<file path="src/hdl/spt_pkg.sv">
`default_nettype none
package spt_pkg;

  localparam int unsigned PwW      = 16;  // pulse width
  localparam int unsigned ThrW     = 11;  // throttle
  localparam int unsigned CodeW    = 8;
  localparam int unsigned CfgIdxW  = 3;
  localparam int unsigned CfgDataW = 12;
  localparam int unsigned NumW     = 28;  // map numerator
  localparam int unsigned DenW     = 17;  // map denominator
  localparam int unsigned QuoW     = 11;  // map quotient, always below 2048
  localparam int unsigned DivCntW  = 4;

  localparam logic [DivCntW-1:0] DivLast = DivCntW'(QuoW - 1);

  // register indexes
  localparam logic [CfgIdxW-1:0] RegBidir    = 3'd0;
  localparam logic [CfgIdxW-1:0] RegNeutral  = 3'd1;
  localparam logic [CfgIdxW-1:0] RegMaxStep  = 3'd2;
  localparam logic [CfgIdxW-1:0] RegLowInit  = 3'd3;
  localparam logic [CfgIdxW-1:0] RegHighInit = 3'd4;
  localparam logic [CfgIdxW-1:0] RegCalStart = 3'd5;

  // register reset values
  localparam logic        RstBidir    = 1'b0;
  localparam logic [11:0] RstNeutral  = 12'd1500;
  localparam logic [10:0] RstMaxStep  = 11'd250;
  localparam logic [10:0] RstLowInit  = 11'd1000;
  localparam logic [11:0] RstHighInit = 12'd2000;
  localparam logic        RstCalStart = 1'b0;

  // controller to datapath
  typedef struct packed {
    logic                 load;     // latch request pulse width
    logic                 setup;    // select map range, multiply
    logic                 div_step; // one quotient bit
    logic [DivCntW-1:0]   div_bit;
    logic                 commit;   // update state, load result
  } spt_cmd_t;

endpackage
`default_nettype wire

</file>
<file path="src/hdl/spt_ctrl.sv">
`default_nettype none
module spt_ctrl
  import spt_pkg::*;
(
  input  wire logic clk_i,
  input  wire logic rst_ni,
  input  wire logic in_valid_i,
  output logic      in_stall_o,
  output logic      out_valid_o,
  input  wire logic out_stall_i,
  output spt_cmd_t  cmd_o
);

  typedef enum logic [1:0] {S_IDLE, S_SETUP, S_DIV, S_DONE} state_e;

  state_e             state_q;
  logic [DivCntW-1:0] cnt_q;
  logic               out_valid_q;
  logic               out_free;

  assign out_free    = !out_valid_q || !out_stall_i;
  assign in_stall_o  = (state_q != S_IDLE);
  assign out_valid_o = out_valid_q;

  always_comb begin
    cmd_o          = '0;
    cmd_o.load     = (state_q == S_IDLE) && in_valid_i;
    cmd_o.setup    = (state_q == S_SETUP);
    cmd_o.div_step = (state_q == S_DIV);
    cmd_o.div_bit  = DivLast - cnt_q;
    cmd_o.commit   = (state_q == S_DONE) && out_free;
  end

  always_ff @(posedge clk_i or negedge rst_ni) begin
    if (!rst_ni) begin
      state_q     <= S_IDLE;
      cnt_q       <= '0;
      out_valid_q <= 1'b0;
    end else begin
      if (cmd_o.commit) begin
        out_valid_q <= 1'b1;
      end else if (!out_stall_i) begin
        out_valid_q <= 1'b0;
      end
      unique case (state_q)
        S_IDLE: begin
          if (in_valid_i) state_q <= S_SETUP;
        end
        S_SETUP: begin
          cnt_q   <= '0;
          state_q <= S_DIV;
        end
        S_DIV: begin
          cnt_q <= cnt_q + 1'b1;
          if (cnt_q == DivLast) state_q <= S_DONE;
        end
        S_DONE: begin
          if (out_free) state_q <= S_IDLE;
        end
        default: state_q <= S_IDLE;
      endcase
    end
  end

endmodule
`default_nettype wire

</file>
<file path="src/hdl/spt_dp.sv">
`default_nettype none
module spt_dp
  import spt_pkg::*;
(
  input  wire logic                clk_i,
  input  wire logic                rst_ni,
  input  wire spt_cmd_t            cmd_i,
  input  wire logic [PwW-1:0]      pulse_width_i,
  input  wire logic                cfg_we_i,
  input  wire logic [CfgIdxW-1:0]  cfg_index_i,
  input  wire logic [CfgDataW-1:0] cfg_data_i,
  output logic [ThrW-1:0]          throttle_o,
  output logic [ThrW-1:0]          raw_value_o,
  output logic                     pulse_in_range_o,
  output logic                     calibrating_o,
  output logic                     high_captured_o,
  output logic                     calibration_saved_o,
  output logic [CodeW-1:0]         high_code_o,
  output logic [CodeW-1:0]         low_code_o
);

  // configuration
  logic        bidir_q;
  logic [11:0] neutral_q;
  logic [10:0] max_step_q;

  // block state
  logic        ca_q, hd_q;
  logic [7:0]  hc_q, lc_q;
  logic [15:0] lh_q, le_q, he_q;
  logic [10:0] held_q, sm_q;

  // per-request work registers
  logic [PwW-1:0]  w_q;
  logic [NumW-1:0] rem_q;
  logic [DenW-1:0] den_q;
  logic [QuoW-1:0] quo_q;
  logic [10:0]     base_q;
  logic            degen_q, unidir_q;

  // ---- map setup: range select, clamp, multiply ----
  logic signed [17:0] xs, los, his, dens, xc;
  logic [10:0]        span, base;
  logic               lowside, unidir, degen;
  logic [DenW-1:0]    diff;

  always_comb begin
    xs      = $signed({2'b00, w_q});
    lowside = bidir_q && ({4'd0, neutral_q} >= w_q);
    unidir  = !bidir_q;
    if (!bidir_q) begin
      los = $signed({{2{le_q[15]}}, le_q});
      his = $signed({{2{he_q[15]}}, he_q});
      base = 11'd47;  span = 11'd2000;
    end else if (lowside) begin
      los = $signed({{2{le_q[15]}}, le_q});
      his = $signed({6'd0, neutral_q});
      base = 11'd0;   span = 11'd1000;
    end else begin
      los = $signed({6'd0, neutral_q}) + 18'sd1;
      his = $signed({{2{he_q[15]}}, he_q});
      base = 11'd1001; span = 11'd999;
    end
    dens  = his - los;
    degen = (dens <= 18'sd0);
    if (xs < los)      xc = los;
    else if (xs > his) xc = his;
    else               xc = xs;
    diff = degen ? '0 : DenW'(xc - los);
  end

  // ---- restoring divide, one quotient bit per cycle ----
  logic [NumW-1:0] trial;
  assign trial = NumW'({{(NumW-DenW){1'b0}}, den_q} << cmd_i.div_bit);

  always_ff @(posedge clk_i) begin
    if (cmd_i.load) w_q <= pulse_width_i;
    if (cmd_i.setup) begin
      rem_q    <= NumW'(diff) * NumW'(span);
      den_q    <= degen ? DenW'(1) : DenW'(dens);
      quo_q    <= '0;
      base_q   <= base;
      degen_q  <= degen;
      unidir_q <= unidir;
    end else if (cmd_i.div_step) begin
      if (rem_q >= trial) begin
        rem_q               <= rem_q - trial;
        quo_q[cmd_i.div_bit] <= 1'b1;
      end
    end
  end

  // ---- result and state update ----
  logic               ok;
  logic [11:0]        raw_full;
  logic [10:0]        raw_map;
  logic               ca, hd, cap, sav;
  logic [7:0]         hc, lc;
  logic [15:0]        lh, le, he;
  logic [10:0]        hraw, sm;
  logic signed [19:0] h20, l20, dd, w20;
  logic signed [12:0] up, dn, stp;
  logic signed [16:0] hcd, lcd, hq, lq;

  always_comb begin
    ok       = (w_q > 16'd800) && (w_q < 16'd2200);
    raw_full = degen_q ? {1'b0, base_q} : ({1'b0, quo_q} + {1'b0, base_q});
    if (unidir_q && raw_full <= 12'd48) raw_full = '0;
    raw_map  = raw_full[10:0];
    w20      = $signed({4'd0, w_q});

    ca = ca_q; hd = hd_q; hc = hc_q; lc = lc_q; lh = lh_q; le = le_q; he = he_q;
    cap = 1'b0; sav = 1'b0; hraw = held_q;
    h20 = '0; l20 = '0; dd = '0;
    if (ok) begin
      if (ca_q) begin
        if (!hd) begin
          h20 = $signed({{4{he[15]}}, he});
          if (hc == 8'd0) lh = w_q;
          hc = hc + 8'd1;
          dd = $signed({{4{lh[15]}}, lh}) - h20;
          if (dd < 20'sd0) dd = -dd;
          if (dd > 20'sd50) begin
            ca = 1'b0;
          end else begin
            h20 = (h20 * 20'sd7 + w20) >>> 3;
            if (hc > 8'd50) begin
              h20 = h20 - 20'sd25;
              hd  = 1'b1;
              cap = 1'b1;
            end
            he = h20[15:0];
          end
          lh = he;
        end
        if (hd) begin
          if (w_q < 16'd1250) begin
            lc  = lc + 8'd1;
            l20 = ($signed({{4{le[15]}}, le}) * 20'sd7 + w20) >>> 3;
            le  = l20[15:0];
          end
          if (lc > 8'd75) begin
            le  = le + 16'd25;
            ca  = 1'b0;
            lc  = 8'd0;
            sav = 1'b1;
          end
        end
      end else begin
        hraw = raw_map;
      end
    end

    // slew limit
    up  = $signed({2'b00, hraw}) - $signed({2'b00, sm_q});
    dn  = -up;
    stp = $signed({2'b00, max_step_q});
    if (up > stp)      sm = sm_q + max_step_q;
    else if (dn > stp) sm = sm_q - max_step_q;
    else               sm = hraw;

    // codes, division by two truncating toward zero
    hcd = $signed({he[15], he}) - 17'sd1750;
    lcd = $signed({le[15], le}) - 17'sd750;
    hq  = (hcd + {16'd0, hcd[16]}) >>> 1;
    lq  = (lcd + {16'd0, lcd[16]}) >>> 1;
  end

  always_ff @(posedge clk_i) begin
    if (cmd_i.commit) begin
      throttle_o          <= sm;
      raw_value_o         <= hraw;
      pulse_in_range_o    <= ok;
      calibrating_o       <= ca;
      high_captured_o     <= cap;
      calibration_saved_o <= sav;
      high_code_o         <= hq[7:0];
      low_code_o          <= lq[7:0];
    end
  end

  always_ff @(posedge clk_i or negedge rst_ni) begin
    if (!rst_ni) begin
      bidir_q     <= RstBidir;
      neutral_q   <= RstNeutral;
      max_step_q  <= RstMaxStep;
      ca_q   <= RstCalStart;
      hd_q   <= 1'b0;
      hc_q   <= '0;
      lc_q   <= '0;
      lh_q   <= '0;
      le_q   <= {5'd0, RstLowInit};
      he_q   <= {4'd0, RstHighInit};
      held_q <= '0;
      sm_q   <= '0;
    end else if (cfg_we_i) begin
      case (cfg_index_i)
        RegBidir:    bidir_q    <= cfg_data_i[0];
        RegNeutral:  neutral_q  <= cfg_data_i;
        RegMaxStep:  max_step_q <= cfg_data_i[10:0];
        RegLowInit: begin
          le_q <= {5'd0, cfg_data_i[10:0]};
        end
        RegHighInit: begin
          he_q <= {4'd0, cfg_data_i};
        end
        RegCalStart: begin
          ca_q        <= cfg_data_i[0];
          hd_q        <= 1'b0;
          hc_q        <= '0;
          lc_q        <= '0;
          lh_q        <= '0;
        end
        default: ;
      endcase
    end else if (cmd_i.commit) begin
      ca_q   <= ca;
      hd_q   <= hd;
      hc_q   <= hc;
      lc_q   <= lc;
      lh_q   <= lh;
      le_q   <= le;
      he_q   <= he;
      held_q <= hraw;
      sm_q   <= sm;
    end
  end

endmodule
`default_nettype wire

</file>
<file path="src/hdl/servo_pulse_throttle_decoder.sv">
// Each accepted request goes through setup/multiply, the divide iterations of
// the restoring map divider (one per quotient bit), then commit.
// Requests stall until the previous one has committed, held by the serial map
// divider; a new request is taken while the previous result still waits
// downstream.
// Reset (async, active low) loads register defaults, endpoints and clears state.
`default_nettype none
module servo_pulse_throttle_decoder
  import spt_pkg::*;
(
  input  wire logic                clk_i,
  input  wire logic                rst_ni,
  // request channel
  input  wire logic                in_valid_i,
  output logic                     in_stall_o,
  input  wire logic [PwW-1:0]      in_pulse_width_i,
  // result channel
  output logic                     out_valid_o,
  input  wire logic                out_stall_i,
  output logic [ThrW-1:0]          out_throttle_o,
  output logic [ThrW-1:0]          out_raw_value_o,
  output logic                     out_pulse_in_range_o,
  output logic                     out_calibrating_o,
  output logic                     out_high_captured_o,
  output logic                     out_calibration_saved_o,
  output logic [CodeW-1:0]         out_high_code_o,
  output logic [CodeW-1:0]         out_low_code_o,
  // register write channel
  input  wire logic                cfg_valid_i,
  output logic                     cfg_ready_o,
  input  wire logic [CfgIdxW-1:0]  cfg_index_i,
  input  wire logic [CfgDataW-1:0] cfg_data_i
);

  spt_cmd_t cmd;

  // writes are registered and always taken
  assign cfg_ready_o = 1'b1;

  // controller: sequences setup, divide iterations and commit
  spt_ctrl u_ctrl (
    .clk_i       (clk_i),
    .rst_ni      (rst_ni),
    .in_valid_i  (in_valid_i),
    .in_stall_o  (in_stall_o),
    .out_valid_o (out_valid_o),
    .out_stall_i (out_stall_i),
    .cmd_o       (cmd)
  );

  // datapath: map, divider, calibration filters, slew limiter, result regs
  spt_dp u_dp (
    .clk_i               (clk_i),
    .rst_ni              (rst_ni),
    .cmd_i               (cmd),
    .pulse_width_i       (in_pulse_width_i),
    .cfg_we_i            (cfg_valid_i),
    .cfg_index_i         (cfg_index_i),
    .cfg_data_i          (cfg_data_i),
    .throttle_o          (out_throttle_o),
    .raw_value_o         (out_raw_value_o),
    .pulse_in_range_o    (out_pulse_in_range_o),
    .calibrating_o       (out_calibrating_o),
    .high_captured_o     (out_high_captured_o),
    .calibration_saved_o (out_calibration_saved_o),
    .high_code_o         (out_high_code_o),
    .low_code_o          (out_low_code_o)
  );

  // high capture never ends calibration in the same step
  a_cap_keeps_cal: assert property (@(posedge clk_i) disable iff (!rst_ni)
    out_valid_o && out_high_captured_o |-> out_calibrating_o)
    else $error("high capture with calibration off");

  // saving the codes ends calibration
  a_saved_ends_cal: assert property (@(posedge clk_i) disable iff (!rst_ni)
    out_valid_o && out_calibration_saved_o |-> !out_calibrating_o)
    else $error("calibration still active after save");

  // ignored pulses never raise completion flags
  a_flags_need_pulse: assert property (@(posedge clk_i) disable iff (!rst_ni)
    out_valid_o && !out_pulse_in_range_o
      |-> !out_high_captured_o && !out_calibration_saved_o)
    else $error("completion flag on ignored pulse");

endmodule
`default_nettype wire

</file>
<file path="config.mk">
export PLATFORM = sky130hd
export DESIGN_NAME = servo_pulse_throttle_decoder
export DESIGN_NICKNAME = d
export VERILOG_FILES = /design/src/hdl/spt_pkg.sv /design/src/hdl/spt_ctrl.sv /design/src/hdl/spt_dp.sv /design/src/hdl/servo_pulse_throttle_decoder.sv
export SDC_FILE = /design/constraint.sdc
export NUM_CORES = 2
export LEC_CHECK = 0
export ABC_AREA = 0
export BUFFER_PORTS_ARGS = -buffer_cell sky130_fd_sc_hd__buf_2
export CORE_MARGIN = 4
export CORE_UTILIZATION = 50
export CTS_BUF_LIST = sky130_fd_sc_hd__clkbuf_4 sky130_fd_sc_hd__clkbuf_8
export CTS_CLUSTER_DIAMETER = 30
export DETAILED_ROUTE_END_ITERATION = 8
export PLACE_DENSITY_LB_ADDON = 0.15
export SYNTH_ARGS = -nofsm -noshare
export SYNTH_HDL_FRONTEND = slang
export SYNTH_HIERARCHICAL = 1
export SYNTH_SLANG_ARGS = --single-unit
</file>
<file path="constraint.sdc">
create_clock -name clk_i -period 39.8 [get_ports clk_i]
set_clock_uncertainty 0.15 [all_clocks]
set_input_delay 1.99 -clock clk_i [delete_from_list [all_inputs] [get_ports clk_i]]
set_output_delay 1.99 -clock clk_i [all_outputs]
set_load 0.01 [all_outputs]
</file>
After elaboration in Yosys (flattened, before gate mapping). Cells that the tools add are included.

Bits in registers: 246. Input port bits: 36. Logic and storage cells: 227.

Add/sub/neg operators: 23. Multipliers: 3. Magnitude comparators: 17. Equality and inequality tests: 17. Shifts and indexed selects: 1. Mux-type cells: 97. Bitwise operators: 4. Reduce and logical (&&, ||, !) cells: 35.

Operator list (number): two-way mux 16 bit (29); two-way mux 8 bit (16); two-way mux 28 bit (3); two-way mux 20 bit (4); two-way mux 18 bit (4); two-way mux 11 bit (6); two-way mux 17 bit (3); adder 19 x 17 -> 19 bit (2); multiplier 16 x 4 -> 19 bit, second input constant (2); greater-or-equal comparator 28 bit (1); multiplier 17 x 11 -> 28 bit (1); left shift 17 x 4 -> 28 bit (1); subtractor 28 bit (1); > comparator 13 x 12 -> 1 bit (2); two-way mux 1 bit (23); > comparator 20 x 7 -> 1 bit, second input constant (1); < comparator 20 x 1 -> 1 bit, second input constant (1); negation 20 bit (1); adder 9 x 1 -> 9 bit (2); > comparator 17 x 18 -> 1 bit (1); <= comparator 18 x 1 -> 1 bit, second input constant (1); < comparator 17 x 18 -> 1 bit (1); AND reduction 2 bit (9); subtractor 18 bit (1); other kinds (52) (81).

Depth between registers and ports, before layout.
Depth after elaboration: 26. Mapped depth: 71. Depth with buffers taken out: 67.

Hierarchy. The synthesis kept the hierarchy.

By module, submodules not included: spt_dp (instances 1, cells each 3525, area each 29936.2 µm², sequential area each 6297.3 µm²); spt_ctrl (instances 1, cells each 46, area each 486.7 µm², sequential area each 175.2 µm²); servo_pulse_throttle_decoder (instances 1, cells each 2, area each 11.3 µm², sequential area each 0.0 µm²).

Worst setup path before layout. OpenSTA, ideal clock, no wires.

Kind: reg2reg. Start point: register u_dp.w_q[0]. End point: register u_dp.rem_q[26] (data pin). Library setup time: 0.270 ns. Arrival: 13.349 ns. Data required time: 39.380 ns. Slack: 26.031 ns. Cell stages (with the launch flop): 64. Buffers on the path: 3. Clock period less this slack: 13.769 ns. Path through: edfxtp_1 -> ha_1 -> nand2b_1 -> a21o_1 -> a21o_1 -> a21o_1 -> a21o_1 -> a21o_1 -> a21o_1 -> a21o_1 -> a211oi_1 -> o21ai_1 -> and2_1 -> clkbuf_1 -> clkbuf_1 -> nor2_1 -> a21oi_1 -> ha_1 -> (+28 left out) -> inv_1 -> fa_1 -> fa_1 -> fa_1 -> inv_1 -> fa_1 -> inv_1 -> ha_1 -> o21a_1 -> a2111oi_0 -> o31ai_1 -> o211ai_1 -> a21boi_0 -> o21a_1 -> or4_1 -> a31oi_1 -> xor2_1 -> a21oi_1.

Word-level cells in the longest chain between the ends: 11.

RTL lines: from (decl) (line spt_dp.sv:34) `logic [PwW-1:0] w_q;`; from (signal assigned) (line spt_dp.sv:77) `if (cmd_i.load) w_q <= pulse_width_i;`; greater-or-equal comparator 12 x 16 -> 1 bit (line spt_dp.sv:49) `lowside = bidir_q && ({4'd0, neutral_q} >= w_q);`; logical AND 1 bit (line spt_dp.sv:49); two-way mux 18 bit (line spt_dp.sv:55) `end else if (lowside) begin`; two-way mux 18 bit (line spt_dp.sv:51) `if (!bidir_q) begin`; > comparator 17 x 18 -> 1 bit (line spt_dp.sv:67) `else if (xs > his) xc = his;`; two-way mux 17 bit (line spt_dp.sv:67); two-way mux 17 bit (line spt_dp.sv:66) `if (xs < los) xc = los;`; subtractor 17 bit (line spt_dp.sv:69) `diff = degen ? '0 : DenW'(xc - los);`; two-way mux 17 bit (line spt_dp.sv:69); multiplier 17 x 11 -> 28 bit * (line spt_dp.sv:79) `rem_q <= NumW'(diff) * NumW'(span);`; two-way mux 28 bit * (line spt_dp.sv:78) `if (cmd_i.setup) begin`; to (signal assigned) (line spt_dp.sv:79); to (signal assigned) (line spt_dp.sv:87) `rem_q <= rem_q - trial;`; to (decl) (line spt_dp.sv:35) `logic [NumW-1:0] rem_q;`.

Every way passes the cells marked *; elsewhere a longest branch is shown, timed or not. A chain may end at the register's enable or synchronous reset.

Worst setup path in the final report. Same ends and word-level chain as after synthesis.

==> summary.txt <==
post-route ant nets - 0
Fillers - 5,569
RSZ-0062 raised after global routing - no
HP Class - register to register
leading area contributor after synthesis - ha_1
total clock buffers created by CTS - 75
Area contributors post-synth - ha_1 14%, fa_1 13%, edfxtp_1 11%
Area growth syn-to-layout - 10.22%
CTS tree - yes
dpl hpwl - 67,220 µm
Die Wd - 254.7 µm
vias in the first global route - 25,200
vias per inst - 5.739
slowest cell on the critical path - nor3_1
DRC viols - 0
Syn. warnings - 6
Startpoint Class - register
routed length per placed instance - 19.18 µm
slew margin rel. - 19.43%
Post-Route WL - 86,050 µm
CP endpoint kind - register
IO buf count - 79
maxcap violations - 0
run status - finished clean
worst flop-to-flop path startpoint - u_dp/w_q[0]
CP Class - register to register
synthesized area per cell - 8.518 µm²
clock transition at the registers of the reported paths - 60 ps
Top Ports - 81
GRT Total Usage - 26.56%
fmax - 64.60 MHz
synth unique cells - 112
largest net degree at the start of global routing - 90
post-synthesis sequential area ratio - 21.27%
WP data required - 40,020 ps
Critical Path Source - u_dp/w_q[0]
Detailed Routing Iterations Pass 1 - 5
Crit path top cell by count - a21o_1
NumNets Final - 4,212
Synth top area share - 13.98%
die area - 64,880 µm²
1st-iter DRT viols - 2,017
H-tree levels - 3
Post-Syn Instances - 3,573
fraction of layout cells with a size suffix above 1 - 10.13%
post-CTS setup-driven buffer insertion count - 0
Reg2Reg Depth - 57
clock buffer depth - 3
Root Driver - clkbuf_8
starting density of the core - 50.42%
minimum clock period - 15,480 ps
Final Cycle Share - 38.90%
Reg2Reg Setup Slack - 24,320 ps
Final Hold Fails - 0
Mapped Nets - 4,145
initial antenna violation count - 1
most common cell in the synthesized netlist - inv_1
post-synthesis async set-or-reset flop share - 50.00%
Largest stage delay, worst path - 910 ps
max-slew violation count - 0
register bit total from synthesis - 238
most frequent cells after synthesis - 521 x inv_1, 340 x ha_1, 319 x nand2_1, 251 x nor2_1, 242 x o21ai_0
Via Count - 25,750
Post-synth EDFFs - 108
core area - 60,360 µm²
CTS resizes - 0
Die Y-Extent - 254.7 µm
mapped cell area - 30,430 µm²
Final setup viols - 0
measured slew at the worst slew-check pin - 1209 ps
worst skew pair latency - 650 ps
GP Congestion - 0.9381
Setup crit end - u_dp/rem_q[26]
Row Count - 90
worst path arrival time - 15,700 ps
reg2reg end - u_dp/rem_q[26]
CTS Sinks - 238
worst-path maximum fanout - 34
total negative slack - 0 ps
first-pass GRT wire length - 137,500 µm
CTS hold repair buffers - 0
Remaining Overflow, GRT - 0
Synth Flop Type - edfxtp_1
[final cells by class]
cell class	count	area [µm²]	area share, %
Multi-Input combinational cell	2693	21570	64.29
Clock buffer	93	1186	3.536
Inverter	523	1963	5.852
Antenna cell	1	2.502	0.007460
Sequential cell	238	6472	19.29
Clock inverter	47	753.2	2.245
Timing Repair Buffer	109	623.1	1.857
Tap cell	782	978.4	2.917
[cells by family (layout without fill, tap and decap cells)]
family	after synthesis	count (layout)	share of synthesized area, %
xor gates and xnor gates	177	177	5.094
AOI/OAI and AO/OA	837	837	18.03
buffers and inverters	642	772	8.041
muxes	149	149	5.081
adders and majority gates	537	537	26.90
and+or+nand+nor	992	992	15.57
DFF	238	238	21.27
other	1	2	0.01232
[critical path: cells and delay by family, from the launching register on]
family	cells	cell delay (ps)
AOI/OAI and AO/OA	27	5680
xor gates and xnor gates	1	160
adders and majority gates	9	4040
buffers and inverters	10	1540
DFF	1	510
muxes	3	930
and+or+nand+nor	7	2190
[stage by stage]
| stage | hold WS, ps | setup WS [ps] | util (%) | std cells | cell area, µm² |
|---|---|---|---|---|---|
| 2_1_floorplan | 283.6 | 26030 | - | 3573 | 30430 |
| 3_3_place_gp | 301.6 | 24630 | 52.36 | 4345 | 31600 |
| 3_5_place_dp | 304.9 | 24500 | 52.36 | 4345 | 31600 |
| 4_1_cts | 312.0 | 24470 | 55.57 | 4485 | 33540 |
| 5_1_grt | 344.8 | 23310 | 55.58 | 4486 | 33550 |
| 6_report | 312.0 | 24320 | 55.58 | 4486 | 33550 |
[routing by layer]
layer | vias up | GRT usage [%] | share of wire (%)
met2 | 794 | 42.83 | 45
met4 | 0 | 9.384 | 3.5
li1 | 12520 | - | -
met1 | 12250 | 36.51 | 45
met5 | - | 0 | 0
met3 | 179 | 4.242 | 6.0
[registers in the layout, summed over array words and instances, names as in the netlist, 4 cells and up]
| signal | flops |
|---|---|
| u_dp/rem_q | 28 |
| u_dp/den_q | 17 |
| u_dp/he_q | 16 |
| u_dp/le_q | 16 |
| u_dp/lh_q | 16 |
| u_dp/w_q | 16 |
| u_dp/neutral_q | 12 |
| u_dp/held_q | 11 |
| u_dp/max_step_q | 11 |
| u_dp/quo_q | 11 |
| u_dp/raw_value_o | 11 |
| u_dp/sm_q | 11 |
| u_dp/throttle_o | 11 |
| u_dp/hc_q | 8 |
| u_dp/high_code_o | 8 |
| u_dp/lc_q | 8 |
| u_dp/low_code_o | 8 |
| u_ctrl/cnt_q | 4 |
[how the worst min path moves through the flow]
stage,startpoint,to,slack (ps),cells after the start
after global routing,u_dp/held_q[9],u_dp/held_q[9],340,2
after floorplan,u_dp/quo_q[5],u_dp/quo_q[5],280,2
after global placement,u_dp/quo_q[6],u_dp/quo_q[6],300,2
after CTS,u_dp/quo_q[6],u_dp/quo_q[6],310,2
after detailed placement,u_dp/quo_q[6],u_dp/quo_q[6],300,2
final,u_dp/quo_q[6],u_dp/quo_q[6],310,2
[placed cells by master (no fill, tap or decap), types with 19 or more instances in the layout]
master,instances
inv_1,521
ha_1,339
nand2_1,319
nor2_1,251
o21ai_0,242
fa_1,196
a21oi_1,174
mux2i_1,110
edfxtp_1,108
xnor2_1,105
dfrtp_1,94
clkbuf_8,78
buf_2,78
xor2_1,70
nand3_1,69
nor3_1,69
a21o_1,64
nand2b_1,40
and3_1,39
mux2_2,37
nand4_1,33
buf_4,31
a211oi_1,30
nor2b_1,29
a31oi_1,29
o21a_1,29
and2_1,28
o31ai_1,26
dfstp_2,25
o21bai_1,24
o22ai_1,21
a21boi_0,19
or2_2,19
Power is left out: the tool's default activity adds up to more than one toggle a clock period on the data nets, which glitch-free logic cannot reach.
